==> src/rtl/core/celsius_fahrenheit_converter_core_defines.svh <==
// ----------------------------------------------------------------------------
// Converter assertion macros
// Concurrent assertion wrappers; they expand to nothing for synthesis.
// ----------------------------------------------------------------------------
`ifndef CELSIUS_FAHRENHEIT_CONVERTER_CORE_DEFINES_SVH
`define CELSIUS_FAHRENHEIT_CONVERTER_CORE_DEFINES_SVH
`ifndef SYNTHESIS
`define CFC_ASSERT_IMPL(label, clk, rst, ante, cons) \
  label: assert property (@(posedge clk) disable iff (rst) (ante) |-> (cons)) \
    else $error("assertion failed");
`define CFC_ASSERT_NEXT(label, clk, rst, ante, cons) \
  label: assert property (@(posedge clk) disable iff (rst) (ante) |=> (cons)) \
    else $error("assertion failed");
`else
`define CFC_ASSERT_IMPL(label, clk, rst, ante, cons)
`define CFC_ASSERT_NEXT(label, clk, rst, ante, cons)
`endif
`endif

==> src/rtl/core/cfc_pkg.sv <==
// ----------------------------------------------------------------------------
// cfc_pkg
// Shared widths, types and constant tables of the temperature converter.
// ----------------------------------------------------------------------------
package cfc_pkg;

  localparam int SLOT_COUNT = 64;
  localparam int SLOT_AW    = (SLOT_COUNT > 1) ? $clog2(SLOT_COUNT) : 1;
  localparam int SLOT_W     = 8;
  localparam int SCALE_W    = 7;
  localparam int VALUE_W    = 16;
  localparam int RESULT_W   = 17;
  localparam int NUM_W      = 21;
  localparam int MAG_W      = NUM_W - 1;
  localparam int REM_W      = 5;
  localparam int RECIP_SH   = 21;
  localparam int RECIP_W    = 20;
  localparam int PADDR_W    = 3;
  localparam int PDATA_W    = 32;

  localparam logic [PADDR_W-3:0] REG_DISPLAY = '0;

  localparam logic [RECIP_W-1:0] RECIP_3  = RECIP_W'((1 << RECIP_SH) / 3);
  localparam logic [RECIP_W-1:0] RECIP_5  = RECIP_W'((1 << RECIP_SH) / 5);
  localparam logic [RECIP_W-1:0] RECIP_9  = RECIP_W'((1 << RECIP_SH) / 9);
  localparam logic [RECIP_W-1:0] RECIP_10 = RECIP_W'((1 << RECIP_SH) / 10);
  localparam logic [RECIP_W-1:0] RECIP_18 = RECIP_W'((1 << RECIP_SH) / 18);

  typedef logic signed [NUM_W-1:0]    num_t;
  typedef logic [MAG_W-1:0]           mag_t;
  typedef logic [REM_W-1:0]           rem_t;
  typedef logic signed [RESULT_W-1:0] res_t;

  localparam num_t CACHE_TOL = num_t'(2);

  typedef enum logic [2:0] {
    DIV_3,
    DIV_5,
    DIV_9,
    DIV_10,
    DIV_18
  } div_sel_t;

  typedef enum logic [1:0] {
    ST_IDLE,
    ST_DECODE,
    ST_DIV,
    ST_DONE
  } state_t;

  typedef enum logic [2:0] {
    P_CF1,
    P_CF_RND,
    P_CF_TEN,
    P_CF_LIN,
    P_FC1,
    P_FC_RND,
    P_FC_LIN
  } path_t;

  typedef struct packed {
    logic     go;
    div_sel_t sel;
    num_t     num;
  } div_req_t;

  typedef struct packed {
    logic done;
    logic neg;
    num_t quot;
    rem_t rem;
  } div_rsp_t;

  typedef struct packed {
    logic               en;
    logic [SLOT_AW-1:0] addr;
    res_t               data;
  } cache_wr_t;

  function automatic logic [RECIP_W-1:0] div_recip(input div_sel_t sel);
    logic [RECIP_W-1:0] r;
    unique case (sel)
      DIV_3:   r = RECIP_3;
      DIV_5:   r = RECIP_5;
      DIV_9:   r = RECIP_9;
      DIV_10:  r = RECIP_10;
      DIV_18:  r = RECIP_18;
      default: r = RECIP_10;
    endcase
    return r;
  endfunction

  function automatic rem_t div_const(input div_sel_t sel);
    rem_t d;
    unique case (sel)
      DIV_3:   d = rem_t'(3);
      DIV_5:   d = rem_t'(5);
      DIV_9:   d = rem_t'(9);
      DIV_10:  d = rem_t'(10);
      DIV_18:  d = rem_t'(18);
      default: d = rem_t'(10);
    endcase
    return d;
  endfunction

  // correction of the Fahrenheit input by its residue mod 9
  function automatic logic signed [3:0] f_fix(input logic [3:0] k);
    logic signed [3:0] f;
    case (k)
      4'd0:    f = 4'sd0;
      4'd1:    f = -4'sd1;
      4'd2:    f = -4'sd2;
      4'd3:    f = -4'sd3;
      4'd4:    f = -4'sd4;
      4'd5:    f = 4'sd4;
      4'd6:    f = 4'sd3;
      4'd7:    f = 4'sd2;
      4'd8:    f = 4'sd1;
      default: f = 4'sd0;
    endcase
    return f;
  endfunction

endpackage

==> src/rtl/core/cfc_cache.sv <==
// ----------------------------------------------------------------------------
// cfc_cache
// Per-slot Fahrenheit cache: synchronous RAM with registered read and
// reset-cleared valid bits.
// ----------------------------------------------------------------------------
module cfc_cache (
  input  logic                         clk,
  input  logic                         rst,
  input  logic                         rd_en,
  input  logic [cfc_pkg::SLOT_AW-1:0]  rd_addr,
  output cfc_pkg::res_t                rd_data,
  output logic                         rd_valid,
  input  cfc_pkg::cache_wr_t           wr
);

  cfc_pkg::res_t                 mem [cfc_pkg::SLOT_COUNT];
  logic [cfc_pkg::SLOT_COUNT-1:0] valid;

  always_ff @(posedge clk) begin
    if (wr.en) begin
      mem[wr.addr] <= wr.data;
    end
    if (rd_en) begin
      rd_data <= mem[rd_addr];
    end
  end

  always_ff @(posedge clk) begin
    if (rst) begin
      valid    <= '0;
      rd_valid <= 1'b0;
    end else begin
      if (wr.en) begin
        valid[wr.addr] <= 1'b1;
      end
      if (rd_en) begin
        rd_valid <= valid[rd_addr];
      end
    end
  end

endmodule

==> src/rtl/core/cfc_cdiv.sv <==
// ----------------------------------------------------------------------------
// cfc_cdiv
// Signed division by a small constant (3, 5, 9, 10, 18), truncating toward
// zero. Three stages: magnitude, reciprocal multiply, one-step correction.
// ----------------------------------------------------------------------------
module cfc_cdiv (
  input  logic              clk,
  input  logic              rst,
  input  cfc_pkg::div_req_t req,
  output cfc_pkg::div_rsp_t rsp
);

  localparam int PROD_W = cfc_pkg::MAG_W + cfc_pkg::RECIP_W;
  localparam int QD_W   = cfc_pkg::MAG_W + 5;

  logic                vld_a;
  logic                vld_b;
  logic                neg_a;
  logic                neg_b;
  cfc_pkg::div_sel_t   sel_a;
  cfc_pkg::div_sel_t   sel_b;
  cfc_pkg::mag_t       mag_a;
  cfc_pkg::mag_t       mag_b;
  cfc_pkg::mag_t       qest_b;
  logic [PROD_W-1:0]   prod;
  logic [QD_W-1:0]     qx;
  logic [QD_W-1:0]     qd;
  cfc_pkg::mag_t       rtmp;
  cfc_pkg::mag_t       dv;
  cfc_pkg::mag_t       qfin;
  cfc_pkg::mag_t       rfin;
  logic                done_c;
  logic                neg_c;
  cfc_pkg::num_t       quot_c;
  cfc_pkg::rem_t       rem_c;
  cfc_pkg::num_t       qnum;

  assign prod = {{cfc_pkg::RECIP_W{1'b0}}, mag_a} *
                {{cfc_pkg::MAG_W{1'b0}}, cfc_pkg::div_recip(sel_a)};

  always_comb begin
    qx = {5'b0, qest_b};
    case (sel_b)
      cfc_pkg::DIV_3:  qd = (qx << 1) + qx;
      cfc_pkg::DIV_5:  qd = (qx << 2) + qx;
      cfc_pkg::DIV_9:  qd = (qx << 3) + qx;
      cfc_pkg::DIV_10: qd = (qx << 3) + (qx << 1);
      cfc_pkg::DIV_18: qd = (qx << 4) + (qx << 1);
      default:         qd = (qx << 3) + (qx << 1);
    endcase
    rtmp = cfc_pkg::MAG_W'({5'b0, mag_b} - qd);
    dv   = cfc_pkg::MAG_W'(cfc_pkg::div_const(sel_b));
    if (rtmp >= dv) begin
      qfin = qest_b + cfc_pkg::MAG_W'(1);
      rfin = rtmp - dv;
    end else begin
      qfin = qest_b;
      rfin = rtmp;
    end
    qnum = cfc_pkg::num_t'({1'b0, qfin});
  end

  always_ff @(posedge clk) begin
    if (rst) begin
      vld_a  <= 1'b0;
      vld_b  <= 1'b0;
      done_c <= 1'b0;
    end else begin
      vld_a  <= req.go;
      vld_b  <= vld_a;
      done_c <= vld_b;
    end
  end

  always_ff @(posedge clk) begin
    if (req.go) begin
      neg_a <= req.num[cfc_pkg::NUM_W-1];
      sel_a <= req.sel;
      mag_a <= req.num[cfc_pkg::NUM_W-1] ? cfc_pkg::MAG_W'(-req.num)
                                          : cfc_pkg::MAG_W'(req.num);
    end
    if (vld_a) begin
      neg_b  <= neg_a;
      sel_b  <= sel_a;
      mag_b  <= mag_a;
      qest_b <= cfc_pkg::MAG_W'(prod >> cfc_pkg::RECIP_SH);
    end
    if (vld_b) begin
      neg_c  <= neg_b;
      quot_c <= neg_b ? -qnum : qnum;
      rem_c  <= cfc_pkg::REM_W'(rfin);
    end
  end

  assign rsp = '{done: done_c, neg: neg_c, quot: quot_c, rem: rem_c};

endmodule

==> src/rtl/core/celsius_fahrenheit_converter_core.sv <==
// ----------------------------------------------------------------------------
// celsius_fahrenheit_converter_core: scaled Celsius/Fahrenheit converter
// Pass-through, difference and error items go from decode straight to done;
// the others run one, two or three constant divisions by scale and direction.
// A new item is taken in the done cycle; all divisions use the shared 3-stage divider.
// Sync reset clears the control state, display register and cache valid bits.
// ----------------------------------------------------------------------------
`include "celsius_fahrenheit_converter_core_defines.svh"

module celsius_fahrenheit_converter_core (
  input  logic                                clk,
  input  logic                                rst,
  input  logic                                start,
  output logic                                busy,
  input  logic                                mode,
  input  logic [cfc_pkg::SCALE_W-1:0]         scale,
  input  logic signed [cfc_pkg::VALUE_W-1:0]  value,
  input  logic                                is_difference,
  input  logic                                slot_present,
  input  logic [cfc_pkg::SLOT_W-1:0]          slot,
  output logic                                done,
  output logic signed [cfc_pkg::RESULT_W-1:0] result,
  output logic                                error,
  input  logic                                psel,
  input  logic                                penable,
  input  logic                                pwrite,
  input  logic [cfc_pkg::PADDR_W-1:0]         paddr,
  input  logic [cfc_pkg::PDATA_W-1:0]         pwdata,
  output logic [cfc_pkg::PDATA_W-1:0]         prdata,
  output logic                                pready
);

  cfc_pkg::state_t                    state;
  cfc_pkg::state_t                    state_next;
  logic [1:0]                         step;
  logic [1:0]                         step_next;
  logic                               fahrenheit_display;
  logic                               accept;
  logic                               mode_q;
  logic [cfc_pkg::SCALE_W-1:0]        scale_q;
  logic signed [cfc_pkg::VALUE_W-1:0] value_q;
  logic                               diff_q;
  logic                               present_q;
  logic [cfc_pkg::SLOT_W-1:0]         slot_q;
  logic [cfc_pkg::SCALE_W-1:0]        s_eff;
  logic [3:0]                         s_rnd;
  logic                               slot_cached;
  logic                               trivial;
  logic                               finish;
  logic                               res_load;
  cfc_pkg::path_t                     path;
  cfc_pkg::res_t                      res_q;
  cfc_pkg::res_t                      res_next;
  logic                               err_q;
  logic                               err_next;
  cfc_pkg::res_t                      cache_rd;
  logic                               cache_vld;
  cfc_pkg::cache_wr_t                 cache_wr;
  cfc_pkg::div_req_t                  div_req;
  cfc_pkg::div_rsp_t                  div_rsp;

  function automatic cfc_pkg::num_t mul10(input cfc_pkg::num_t x);
    return (x <<< 3) + (x <<< 1);
  endfunction

  function automatic cfc_pkg::num_t mul18(input cfc_pkg::num_t x);
    return (x <<< 4) + (x <<< 1);
  endfunction

  function automatic cfc_pkg::num_t mul320(input cfc_pkg::num_t x);
    return (x <<< 8) + (x <<< 6);
  endfunction

  // config port
  assign pready = 1'b1;
  assign prdata = (paddr[cfc_pkg::PADDR_W-1:2] == cfc_pkg::REG_DISPLAY)
                  ? {{(cfc_pkg::PDATA_W-1){1'b0}}, fahrenheit_display} : '0;

  always_ff @(posedge clk) begin
    if (rst) begin
      fahrenheit_display <= 1'b0;
    end else if (psel && penable && pwrite && pready &&
                 paddr[cfc_pkg::PADDR_W-1:2] == cfc_pkg::REG_DISPLAY) begin
      fahrenheit_display <= pwdata[0];
    end
  end

  // handshake
  assign busy   = (state == cfc_pkg::ST_DECODE) || (state == cfc_pkg::ST_DIV);
  assign accept = start && !busy;
  assign done   = (state == cfc_pkg::ST_DONE);
  assign result = res_q;
  assign error  = err_q;

  always_ff @(posedge clk) begin
    if (accept) begin
      mode_q    <= mode;
      scale_q   <= scale;
      value_q   <= value;
      diff_q    <= is_difference;
      present_q <= slot_present;
      slot_q    <= slot;
    end
    if (res_load) begin
      res_q <= res_next;
      err_q <= err_next;
    end
  end

  cfc_cache u_cache (
    .clk      (clk),
    .rst      (rst),
    .rd_en    (accept),
    .rd_addr  (slot[cfc_pkg::SLOT_AW-1:0]),
    .rd_data  (cache_rd),
    .rd_valid (cache_vld),
    .wr       (cache_wr)
  );

  cfc_cdiv u_cdiv (
    .clk (clk),
    .rst (rst),
    .req (div_req),
    .rsp (div_rsp)
  );

  // decode of the held item
  assign s_eff       = (scale_q == '0) ? cfc_pkg::SCALE_W'(1) : scale_q;
  assign s_rnd       = (s_eff == cfc_pkg::SCALE_W'(5)) ? 4'd10 : s_eff[3:0];
  assign slot_cached = {1'b0, slot_q} < 9'(cfc_pkg::SLOT_COUNT);
  assign trivial     = !fahrenheit_display || diff_q ||
                       (s_eff == cfc_pkg::SCALE_W'(1) && !present_q);

  always_comb begin
    if (mode_q) begin
      if (s_eff == cfc_pkg::SCALE_W'(1))      path = cfc_pkg::P_CF1;
      else if (s_eff == cfc_pkg::SCALE_W'(5)) path = cfc_pkg::P_CF_TEN;
      else if (s_eff < cfc_pkg::SCALE_W'(5))  path = cfc_pkg::P_CF_RND;
      else                                    path = cfc_pkg::P_CF_LIN;
    end else begin
      if (s_eff == cfc_pkg::SCALE_W'(1))      path = cfc_pkg::P_FC1;
      else if (s_eff <= cfc_pkg::SCALE_W'(5)) path = cfc_pkg::P_FC_RND;
      else                                    path = cfc_pkg::P_FC_LIN;
    end
  end

  // next state
  always_comb begin
    state_next = state;
    unique case (state)
      cfc_pkg::ST_IDLE: begin
        if (start) state_next = cfc_pkg::ST_DECODE;
      end
      cfc_pkg::ST_DECODE: begin
        state_next = trivial ? cfc_pkg::ST_DONE : cfc_pkg::ST_DIV;
      end
      cfc_pkg::ST_DIV: begin
        if (finish) state_next = cfc_pkg::ST_DONE;
      end
      cfc_pkg::ST_DONE: begin
        state_next = start ? cfc_pkg::ST_DECODE : cfc_pkg::ST_IDLE;
      end
      default: state_next = cfc_pkg::ST_IDLE;
    endcase
  end

  // datapath control
  always_comb begin
    cfc_pkg::num_t v;
    cfc_pkg::num_t sx;
    cfc_pkg::num_t srx;
    cfc_pkg::num_t x;
    cfc_pkg::num_t calc;
    cfc_pkg::num_t dlt;
    cfc_pkg::num_t fixs;
    logic [3:0]    k;
    logic [1:0]    shamt;
    v     = cfc_pkg::num_t'(value_q);
    sx    = cfc_pkg::num_t'(s_eff);
    srx   = cfc_pkg::num_t'(s_rnd);
    x     = v - (srx <<< 5);
    calc  = '0;
    dlt   = '0;
    fixs  = '0;
    k     = '0;
    shamt = (s_rnd == 4'd2) ? 2'd1 : 2'd2;
    div_req   = '{go: 1'b0, sel: cfc_pkg::DIV_10, num: '0};
    cache_wr  = '{en: 1'b0, addr: slot_q[cfc_pkg::SLOT_AW-1:0],
                  data: cfc_pkg::res_t'(value_q)};
    res_next  = res_q;
    err_next  = 1'b0;
    res_load  = 1'b0;
    finish    = 1'b0;
    step_next = step;
    unique case (state)
      cfc_pkg::ST_DECODE: begin
        if (trivial) begin
          res_load = 1'b1;
          if (!fahrenheit_display) begin
            res_next = cfc_pkg::res_t'(value_q);
          end else if (diff_q) begin
            if (mode_q) res_next = cfc_pkg::res_t'(value_q) <<< 1;
            else        res_next = cfc_pkg::res_t'(v + cfc_pkg::num_t'(value_q < 0)) >>> 1;
          end else begin
            res_next = '0;
            err_next = 1'b1;
          end
        end else begin
          div_req.go = 1'b1;
          step_next  = 2'd0;
          case (path)
            cfc_pkg::P_CF1: begin
              div_req.num = (v < -cfc_pkg::num_t'(18)) ? mul18(v) - cfc_pkg::num_t'(5)
                                                      : mul18(v) + cfc_pkg::num_t'(5);
            end
            cfc_pkg::P_CF_RND, cfc_pkg::P_CF_TEN: begin
              div_req.num = (v < -mul18(srx)) ? mul18(v) - ((srx <<< 2) + srx)
                                              : mul18(v) + ((srx <<< 2) + srx);
            end
            cfc_pkg::P_CF_LIN: begin
              div_req.sel = cfc_pkg::DIV_5;
              div_req.num = (v <<< 3) + v;
            end
            cfc_pkg::P_FC1: begin
              div_req.sel = cfc_pkg::DIV_18;
              div_req.num = (v < cfc_pkg::num_t'(32))
                            ? mul10(v - cfc_pkg::num_t'(32)) - cfc_pkg::num_t'(9)
                            : mul10(v - cfc_pkg::num_t'(32)) + cfc_pkg::num_t'(9);
              cache_wr.en = present_q && slot_cached;
            end
            cfc_pkg::P_FC_RND: begin
              if (s_rnd == 4'd3 || s_rnd == 4'd10) begin
                div_req.sel = (s_rnd == 4'd3) ? cfc_pkg::DIV_3 : cfc_pkg::DIV_10;
                div_req.num = x;
              end else begin
                div_req.sel = cfc_pkg::DIV_9;
                div_req.num = x[cfc_pkg::NUM_W-1] ? -((-x) >>> shamt) : (x >>> shamt);
                step_next   = 2'd1;
              end
            end
            default: begin
              div_req.sel = cfc_pkg::DIV_18;
              div_req.num = mul10(v) - mul320(sx);
            end
          endcase
        end
      end
      cfc_pkg::ST_DIV: begin
        if (div_rsp.done) begin
          case (path)
            cfc_pkg::P_CF1: begin
              finish   = 1'b1;
              calc     = div_rsp.quot + cfc_pkg::num_t'(32);
              dlt      = calc - cfc_pkg::num_t'(cache_rd);
              res_next = cfc_pkg::res_t'(calc);
              cache_wr.data = cfc_pkg::res_t'(calc);
              if (slot_cached) begin
                if (cache_vld && dlt <= cfc_pkg::CACHE_TOL && dlt >= -cfc_pkg::CACHE_TOL) begin
                  res_next = cache_rd;
                end else begin
                  cache_wr.en = 1'b1;
                end
              end
            end
            cfc_pkg::P_CF_RND: begin
              finish   = 1'b1;
              res_next = cfc_pkg::res_t'(div_rsp.quot + (srx <<< 5));
            end
            cfc_pkg::P_CF_TEN: begin
              if (step == 2'd0) begin
                div_req.go  = 1'b1;
                div_req.num = div_rsp.quot + cfc_pkg::num_t'(320);
                step_next   = 2'd1;
              end else begin
                finish   = 1'b1;
                res_next = cfc_pkg::res_t'(mul10(div_rsp.quot));
              end
            end
            cfc_pkg::P_CF_LIN: begin
              finish   = 1'b1;
              res_next = cfc_pkg::res_t'(div_rsp.quot + (sx <<< 5));
            end
            cfc_pkg::P_FC_RND: begin
              if (step == 2'd0) begin
                div_req.go  = 1'b1;
                div_req.sel = cfc_pkg::DIV_9;
                div_req.num = div_rsp.quot;
                step_next   = 2'd1;
              end else if (step == 2'd1) begin
                // C-style remainder wrapped into 0..8
                k = (div_rsp.neg && div_rsp.rem != '0) ? 4'(5'd9 - div_rsp.rem)
                                                      : div_rsp.rem[3:0];
                fixs        = cfc_pkg::num_t'(cfc_pkg::f_fix(k)) * srx;
                div_req.go  = 1'b1;
                div_req.sel = cfc_pkg::DIV_18;
                div_req.num = mul10(v) + fixs - mul320(srx);
                step_next   = 2'd2;
              end else begin
                finish   = 1'b1;
                res_next = cfc_pkg::res_t'(div_rsp.quot);
              end
            end
            default: begin
              finish   = 1'b1;
              res_next = cfc_pkg::res_t'(div_rsp.quot);
            end
          endcase
          res_load = finish;
        end
      end
      default: begin
      end
    endcase
  end

  always_ff @(posedge clk) begin
    if (rst) begin
      state <= cfc_pkg::ST_IDLE;
      step  <= '0;
    end else begin
      state <= state_next;
      step  <= step_next;
    end
  end

  `CFC_ASSERT_NEXT(a_done_single, clk, rst, done, !done)
  `CFC_ASSERT_IMPL(a_error_zero, clk, rst, done && error, result == '0)
  `CFC_ASSERT_NEXT(a_accept_busy, clk, rst, start && !busy, busy && !done)
  `CFC_ASSERT_IMPL(a_div_in_state, clk, rst, div_rsp.done, state == cfc_pkg::ST_DIV)

endmodule
==> config.mk <==
export PLATFORM = sky130hd
export DESIGN_NAME = celsius_fahrenheit_converter_core
export DESIGN_NICKNAME = d
export VERILOG_FILES = /design/src/rtl/core/cfc_pkg.sv /design/src/rtl/core/cfc_cache.sv /design/src/rtl/core/cfc_cdiv.sv /design/src/rtl/core/celsius_fahrenheit_converter_core.sv
export VERILOG_INCLUDE_DIRS = /design/src /design/src/rtl/core
export SDC_FILE = /design/constraint.sdc
export NUM_CORES = 2
export LEC_CHECK = 0
export BUFFER_PORTS_ARGS = -buffer_cell sky130_fd_sc_hd__buf_2
export CAP_MARGIN = 20
export CORE_ASPECT_RATIO = 0.8
export CORE_MARGIN = 10
export CORE_UTILIZATION = 46
export CTS_CLUSTER_DIAMETER = 40
export DETAILED_ROUTE_END_ITERATION = 10
export PLACE_DENSITY = 0.62
export RECOVER_POWER = 50
export SKIP_LAST_GASP = 1
export SYNTH_ARGS = -nofsm -noshare
export SYNTH_HDL_FRONTEND = slang
export SYNTH_SLANG_ARGS = --single-unit
export TNS_END_PERCENT = 1
==> constraint.sdc <==
create_clock -name clk -period 9.4 [get_ports clk]
set_clock_uncertainty 0.05 [all_clocks]
set_input_delay 0.47 -clock clk [delete_from_list [all_inputs] [get_ports clk]]
set_output_delay 0.47 -clock clk [all_outputs]
set_load 0.02 [all_outputs]
======== After elaboration in Yosys (flattened, before gate mapping) ========
Memories as Yosys holds them, arrays and structs flattened. A register that Yosys moved wholly into a read port is not among the register bits.
Cells that the tools add are included.
word-level totals
  memories ................................ 2
  output and inout port bits .............. 53
  memory bits (writable) .................. 1088
  bits in registers ....................... 219
  bits of input ports ..................... 75
  memory bits (read-only) ................. 64
operators by class
  shifts and indexed selects .............. 2
  equality and inequality tests ........... 31
  add/subtract/negate cells ............... 40
  $lt $le $gt $ge ......................... 13
  $mul .................................... 2
  reduce and logical (&&, ||, !) cells .... 31
  bitwise operators ....................... 2
  mux-type cells .......................... 92
memories
  memory            words  width  rd ports  clocked after memory_dff  write ports  line             text
  u_cache.mem       64     17     1         1                         1            cfc_cache.sv:16  cfc_pkg::res_t mem [cfc_pkg::SLOT_COUNT];
  (name not given)  16     4      1         0                         0            cfc_pkg.sv:109   case (k)
operators with widths
  cell                                                               number
  17-bit 2-to-1 mux                                                  13
  20-bit case mux with 4 select lines                                2
  21-bit 2-to-1 mux                                                  5
  21-bit case mux with 5 select lines                                1
  25-bit 2-to-1 mux                                                  4
  17-bit case mux with 5 select lines                                1
  64-bit OR                                                          1
  20-bit by 19-bit adder with 20-bit output                          3
  20-bit 2-to-1 mux                                                  3
  25-bit case mux with 2 select lines                                1
  21-bit case mux with 2 select lines                                1
  20-bit adder                                                       2
  20-bit by 20-bit multiplier with 40-bit output                     1
  17-bit case mux with 2 select lines                                1
  4-bit 2-to-1 mux                                                   7
  1-bit 2-to-1 mux                                                   23
  23-bit 2-to-1 mux                                                  1
  2-bit 2-to-1 mux                                                   11
  20-bit by 17-bit adder with 21-bit output                          1
  20-bit by 18-bit adder with 21-bit output                          1
  20-bit by 9-bit adder with 21-bit output                           1
  21-bit by 10-bit adder with 21-bit output (second input constant)  1
  21-bit by 4-bit adder with 21-bit output (second input constant)   1
  21-bit by 5-bit adder with 21-bit output (second input constant)   1
  other kinds (83)                                                   126

======== Logic depth before layout (Yosys ltp) ========
  depth in word-level cells ............... 21
  gate-level depth with buffers ........... 35
  gate-level depth less buffers ........... 33

======== By module ========
From an unflattened synthesis, not the netlist that was laid out.
unflattened totals
  cell total of the unflattened synthesis .. 6587
  area total of the unflattened synthesis .. 82924.5 µm²
by module, submodules not included
  module                             area an instance (µm²)  instances  cells each  seq. area each (µm²)
  cfc_cache                          44430.1                 1          1917        34483.1
  cfc_cdiv                           20363.3                 1          2169        2882.8
  celsius_fahrenheit_converter_core  18131.1                 1          2501        1661.6

======== Worst setup path before layout ========
OpenSTA, ideal clock, no wires.
  path kind ............................... register to register
  start ................................... register u_cdiv.sel_b[2]
  end ..................................... register u_cdiv.quot_c[16] (data pin)
  data arrival time ....................... 7.524 ns
  required time ........................... 9.080 ns
  period minus slack after synthesis ...... 7.844 ns
  setup time .............................. 0.270 ns
  setup slack ............................. 1.556 ns
  stages on the path, launching flop included .. 33
  path buffers ............................ 2
  cell sequence ........................... edfxtp_1 -> nor3b_1 -> clkbuf_1 -> mux2_2 -> ha_1 -> inv_1 -> fa_1 -> nand2b_1 -> a21oi_1 -> or3_1 -> a31o_2 -> a21oi_1 -> xnor2_1 -> a22o_1 -> a22oi_1 -> o21ai_0 -> a21oi_1 -> ha_1 -> nand2_1 -> nor4b_1 -> o21ai_0 -> and2_1 -> a211o_1 -> nor4_1 -> o211ai_1 -> nor2b_1 -> mux2i_2 -> and4b_1 -> a211o_1 -> or4_4 -> buf_6 -> o41ai_2 -> xor2_1
on the way
  longest elaborated chain between the ends .. 7
ends and longest elaborated chain
  element                                            line                           text
  start, declared                                    cfc_cdiv.sv:21                 cfc_pkg::div_sel_t sel_b;
  start signal, assigned                             cfc_cdiv.sv:84                 sel_b <= sel_a;
  3-bit == test (tied with other cells)              cfc_pkg.sv:95, cfc_cdiv.sv:43
  20-bit case mux with 4 select lines                cfc_cdiv.sv:43                 case (sel_b)
  20-bit subtractor                                  cfc_cdiv.sv:51                 rtmp = cfc_pkg::MAG_W'({5'b0, mag_b} - qd);
  20-bit by 5-bit >= comparator with 1-bit output *  cfc_cdiv.sv:53                 if (rtmp >= dv) begin
  20-bit 2-to-1 mux *                                cfc_cdiv.sv:53
  20-bit negator with 21-bit output                  cfc_cdiv.sv:90                 quot_c <= neg_b ? -qnum : qnum;
  20-bit 2-to-1 mux *                                cfc_cdiv.sv:90
  end signal, assigned                               cfc_cdiv.sv:90
  end, declared                                      cfc_cdiv.sv:34                 cfc_pkg::num_t quot_c;
Every way passes the cells marked *; elsewhere a longest branch is shown, timed or not.
A chain may end at the register's enable or synchronous reset.

======== Final worst setup path ========
  start ................................... register u_cdiv.rem_c[1]
  end ..................................... register u_cdiv.mag_a[19] (data pin)
on the way
  longest elaborated chain between the ends .. 19
ends and longest elaborated chain
  element                                                                   line                                      text
  start, declared                                                           cfc_cdiv.sv:35                            cfc_pkg::rem_t rem_c;
  start signal, assigned                                                    cfc_cdiv.sv:91                            rem_c <= cfc_pkg::REM_W'(rfin);
  parallel branches: the longest is 2 deep, another holds 4-bit subtractor  -
  4-bit 2-to-1 mux *                                                        celsius_fahrenheit_converter_core.sv:291  k = (div_rsp.neg && div_rsp.rem != '0) ? 4'(5'd9 - div_rsp.rem)
  memory 16 x 4 bit *                                                       -
  4-bit 2-to-1 mux *                                                        celsius_fahrenheit_converter_core.sv:289  end else if (step == 2'd1) begin
  4-bit 2-to-1 mux *                                                        celsius_fahrenheit_converter_core.sv:284  if (step == 2'd0) begin
  4-bit 2-to-1 mux *                                                        celsius_fahrenheit_converter_core.sv:250  case (path)
  4-bit 2-to-1 mux *                                                        celsius_fahrenheit_converter_core.sv:249  if (div_rsp.done) begin
  4-bit 2-to-1 mux *                                                        celsius_fahrenheit_converter_core.sv:195  unique case (state)
  [2 not listed]                                                            -
  21-bit by 14-bit subtractor with 21-bit output *                          celsius_fahrenheit_converter_core.sv:296  div_req.num = mul10(v) + fixs - mul320(srx);
  25-bit 2-to-1 mux *                                                       celsius_fahrenheit_converter_core.sv:289
  25-bit 2-to-1 mux *                                                       celsius_fahrenheit_converter_core.sv:284
  21-bit case mux with 2 select lines *                                     celsius_fahrenheit_converter_core.sv:250
  25-bit 2-to-1 mux *                                                       celsius_fahrenheit_converter_core.sv:249
  25-bit case mux with 2 select lines *                                     celsius_fahrenheit_converter_core.sv:195
  20-bit negator                                                            cfc_cdiv.sv:79                            mag_a <= req.num[cfc_pkg::NUM_W-1] ? cfc_pkg::MAG_W'(-req.num)
  20-bit 2-to-1 mux *                                                       cfc_cdiv.sv:79
  end signal, assigned                                                      cfc_cdiv.sv:79
  end, declared                                                             cfc_cdiv.sv:22                            cfc_pkg::mag_t mag_a;
Mark *: on every way between the ends. The select of a mux whose other input is x is not followed.

==> metrics.cfg <==
[critical_path]
cpMostUsedCell = ha_1
cp-startpoint = u_cdiv.rem_c[1]
worstSetupPathType = reg -> reg
reg2reg_slack_ns = 0.46
crit_family = compound AO/OA/AOI/OAI gates
timing.rr.start = u_cdiv.rem_c[1]
path_buf_inv = 3
crit_slowest_cell = o311a_1
cp-start-kind = flip-flop
worstSetupEndpointType = flip-flop
cp_max_fo = 17
arrival_ns = 9.41
worstPathRequired_ns = 9.87
max_stage_delay_ns = 0.68

[timing]
setup_tns_ns = 0
tightest_slew_ns = 5.834
slew_headroom_pct = -289.0
final_hold_viol_count = 0
rsz0062_at_grt = true
slew_viol_final = 1566
fin_crit_sh_pct = 95.05
fmax_ghz = 0.1119
final-setup-viol-count = 0
min_period_ns = 8.935
hold_ws_ns = 0.2034

[yosys]
synth_warnings = 0
synth_edf_count = 1251
syn_inst = 6665
ys.flop_type = edfxtp_1
avgSynthCellArea_um2 = 12.51
yosys-top-cells-area = edfxtp_1, mux4_2, fa_1
syn-cell-area_um2 = 83400
async_flop_share_pct = 0
yosys.area.top_type_share_pct = 45.04
synth_largest_area_cell = edfxtp_1
yosys_register_bits = 1324
synth.distinct_cells = 106
yosysSeqAreaShare_pct = 46.79

[die]
core_um2 = 179800
ios = 128
rows = 139
initial_core_util_pct = 46.38
die_area_um2 = 198800
die_w_um = 496.1
dieHeight_um = 400.9

[min_path]
hold_class = in -> reg
hp-start = pwrite

[placed_design]
gp_congestion = 0.9962
io_buffers = 62
place_hpwl_mm = 178.2
dp.cells = 9017

[final_layout]
final_common_cell = edfxtp_1
final_cells = 9342
drive_gt1_share_pct = 14.17
final_util_pct = 51.58
final_cell_mix = edfxtp_1, inv_1, ha_1
area_growth_pct = 11.22
nNetsFinal = 7671

[routing]
vias = 57620
via_per_inst = 6.168
dr.pass1.iters = 8
drt-initial-drc-count = 6853
route.detailed.drc = 0
wirelength_mm = 253.3
wl_per_cell_um = 27.11
drtAntennaViolNets = 0

[clocking]
cts_buffers = 156
clockBufferDepth = 3
clock_latency_ns = 0.82
cts_tree = done
cts.sinks = 1324
cts_resized = 0
root_buffer = clkbuf_16
htree_levels = 4
path_clk_slew_ns = 0.06

[global_route]
grt_max_degree = 103
antenna_found_initial = 14
grtUsageTotal_pct = 24.96
grt_overflow = 0
grt_pass1_vias = 56110
grt_pass1_wl_mm = 374.7

[job]
maxCapViolCount = 29

[run_status]
violations = capacitance limit, slew limit
outcome = complete, but fails checks

[pwr]
power.leakage_nw = 34.27
peakVddDrop_v = 0.0002687
fin_total_pwr_mw = 22.12
powerDensity_nw_per_um2 = 238.4

==> worst paths after layout <==
check / endpoint / cells past startpoint
hold reg to reg: u_cdiv.neg_b / 0
setup / recovery: u_cdiv.mag_a[19] / 31
setup reg to reg: u_cdiv.mag_a[19] / 31
hold / removal: fahrenheit_display / 4
==> synthesized netlist by cell type (all sizes together) (73+ instances only) <==
cell    count
ha        466
and2      153
buf        86
nand3     117
nor2      347
o22ai     100
inv       608
a21o       95
nand2     388
dfxtp      73
xor2      112
clkbuf    258
nor3      132
nor2b      77
mux4      379
o21ai     238
xnor2     217
a21oi     320
edfxtp   1251
fa        318
==> where the power goes <==
group	total [mW]	switching [mW]	internal, mW
clock network	6.16	2.64	3.53
logic	8.83	5.79	3.04
registers	7.12	0.138	6.99
==> registers in the layout, indices dropped and copies added, names as in the netlist, 3 cells and up <==
signal           flops
result              17
u_cache.rd_data     17
u_cdiv.sel_a         3
u_cdiv.mag_a        20
u_cache.valid       64
u_cdiv.sel_b         3
u_cache.mem       1088
u_cdiv.mag_b        20
scale_q              7
u_cdiv.rem_c         5
u_cdiv.qest_b       19
u_cdiv.quot_c       21
value_q             16
slot_q               8
==> stage by stage <==
stage | cell area, um^2 | worst slack [ns]
6_report | 92760 | 0.4650
5_1_grt | 92760 | -0.008535
4_1_cts | 92940 | 0.5478
3_5_place_dp | 87240 | 0.6028
3_3_place_gp | 87180 | 0.6569
2_1_floorplan | 83510 | 1.556
==> timing repair <==
action | 4_1_cts | 5_1_grt
hold endpoints to repair | 29 | 0
hold buffers | 29 | 0
endpoints found under the setup margin | 0 | 2
setup buffers | 0 | 2
==> cell families (layout without fill, tap and decap cells) <==
family          Yosys count  in the layout  synth area share [%]
simple gates           1541           1541                 9.220
flops                  1324           1324                 46.79
compound gates         1273           1273                 10.19
buf+inv                 953           1202                 4.451
fa+ha+maj               785            785                 14.64
mux                     458            458                 11.24
xor+xnor                329            329                 3.455
other cells               2             33              0.009005
==> worst register-to-register path: cells and delay by family, from the launching register on <==
family | cells | cell delay, ns
compound gates | 12 | 3.77
simple gates | 6 | 1.28
mux | 2 | 0.43
buf+inv | 3 | 0.23
fa+ha+maj | 8 | 2.44
flops | 1 | 0.46
==> layer usage <==
metal | part of all wire, % | vias to the layer above | track usage [%]
met1 | 45 | 29150 | 38.60
met5 | 0.011 | - | 0
met3 | 10 | 400 | 5.923
li1 | - | 25180 | -
met4 | 3.0 | 4 | 6.971
met2 | 41 | 2890 | 34.72
==> layout make-up <==
type | count | area (um^2)
Inverter | 609 | 2286
Multi-Input combinational cell | 4418 | 40960
Fill cell | 15460 | 87070
Tap cell | 2397 | 2999
Clock inverter | 119 | 1425
Timing Repair Buffer | 303 | 2074
Sequential cell | 1324 | 39030
Antenna cell | 1 | 2.502
Clock buffer | 171 | 3981
Power figures use the tool's default switching activity.
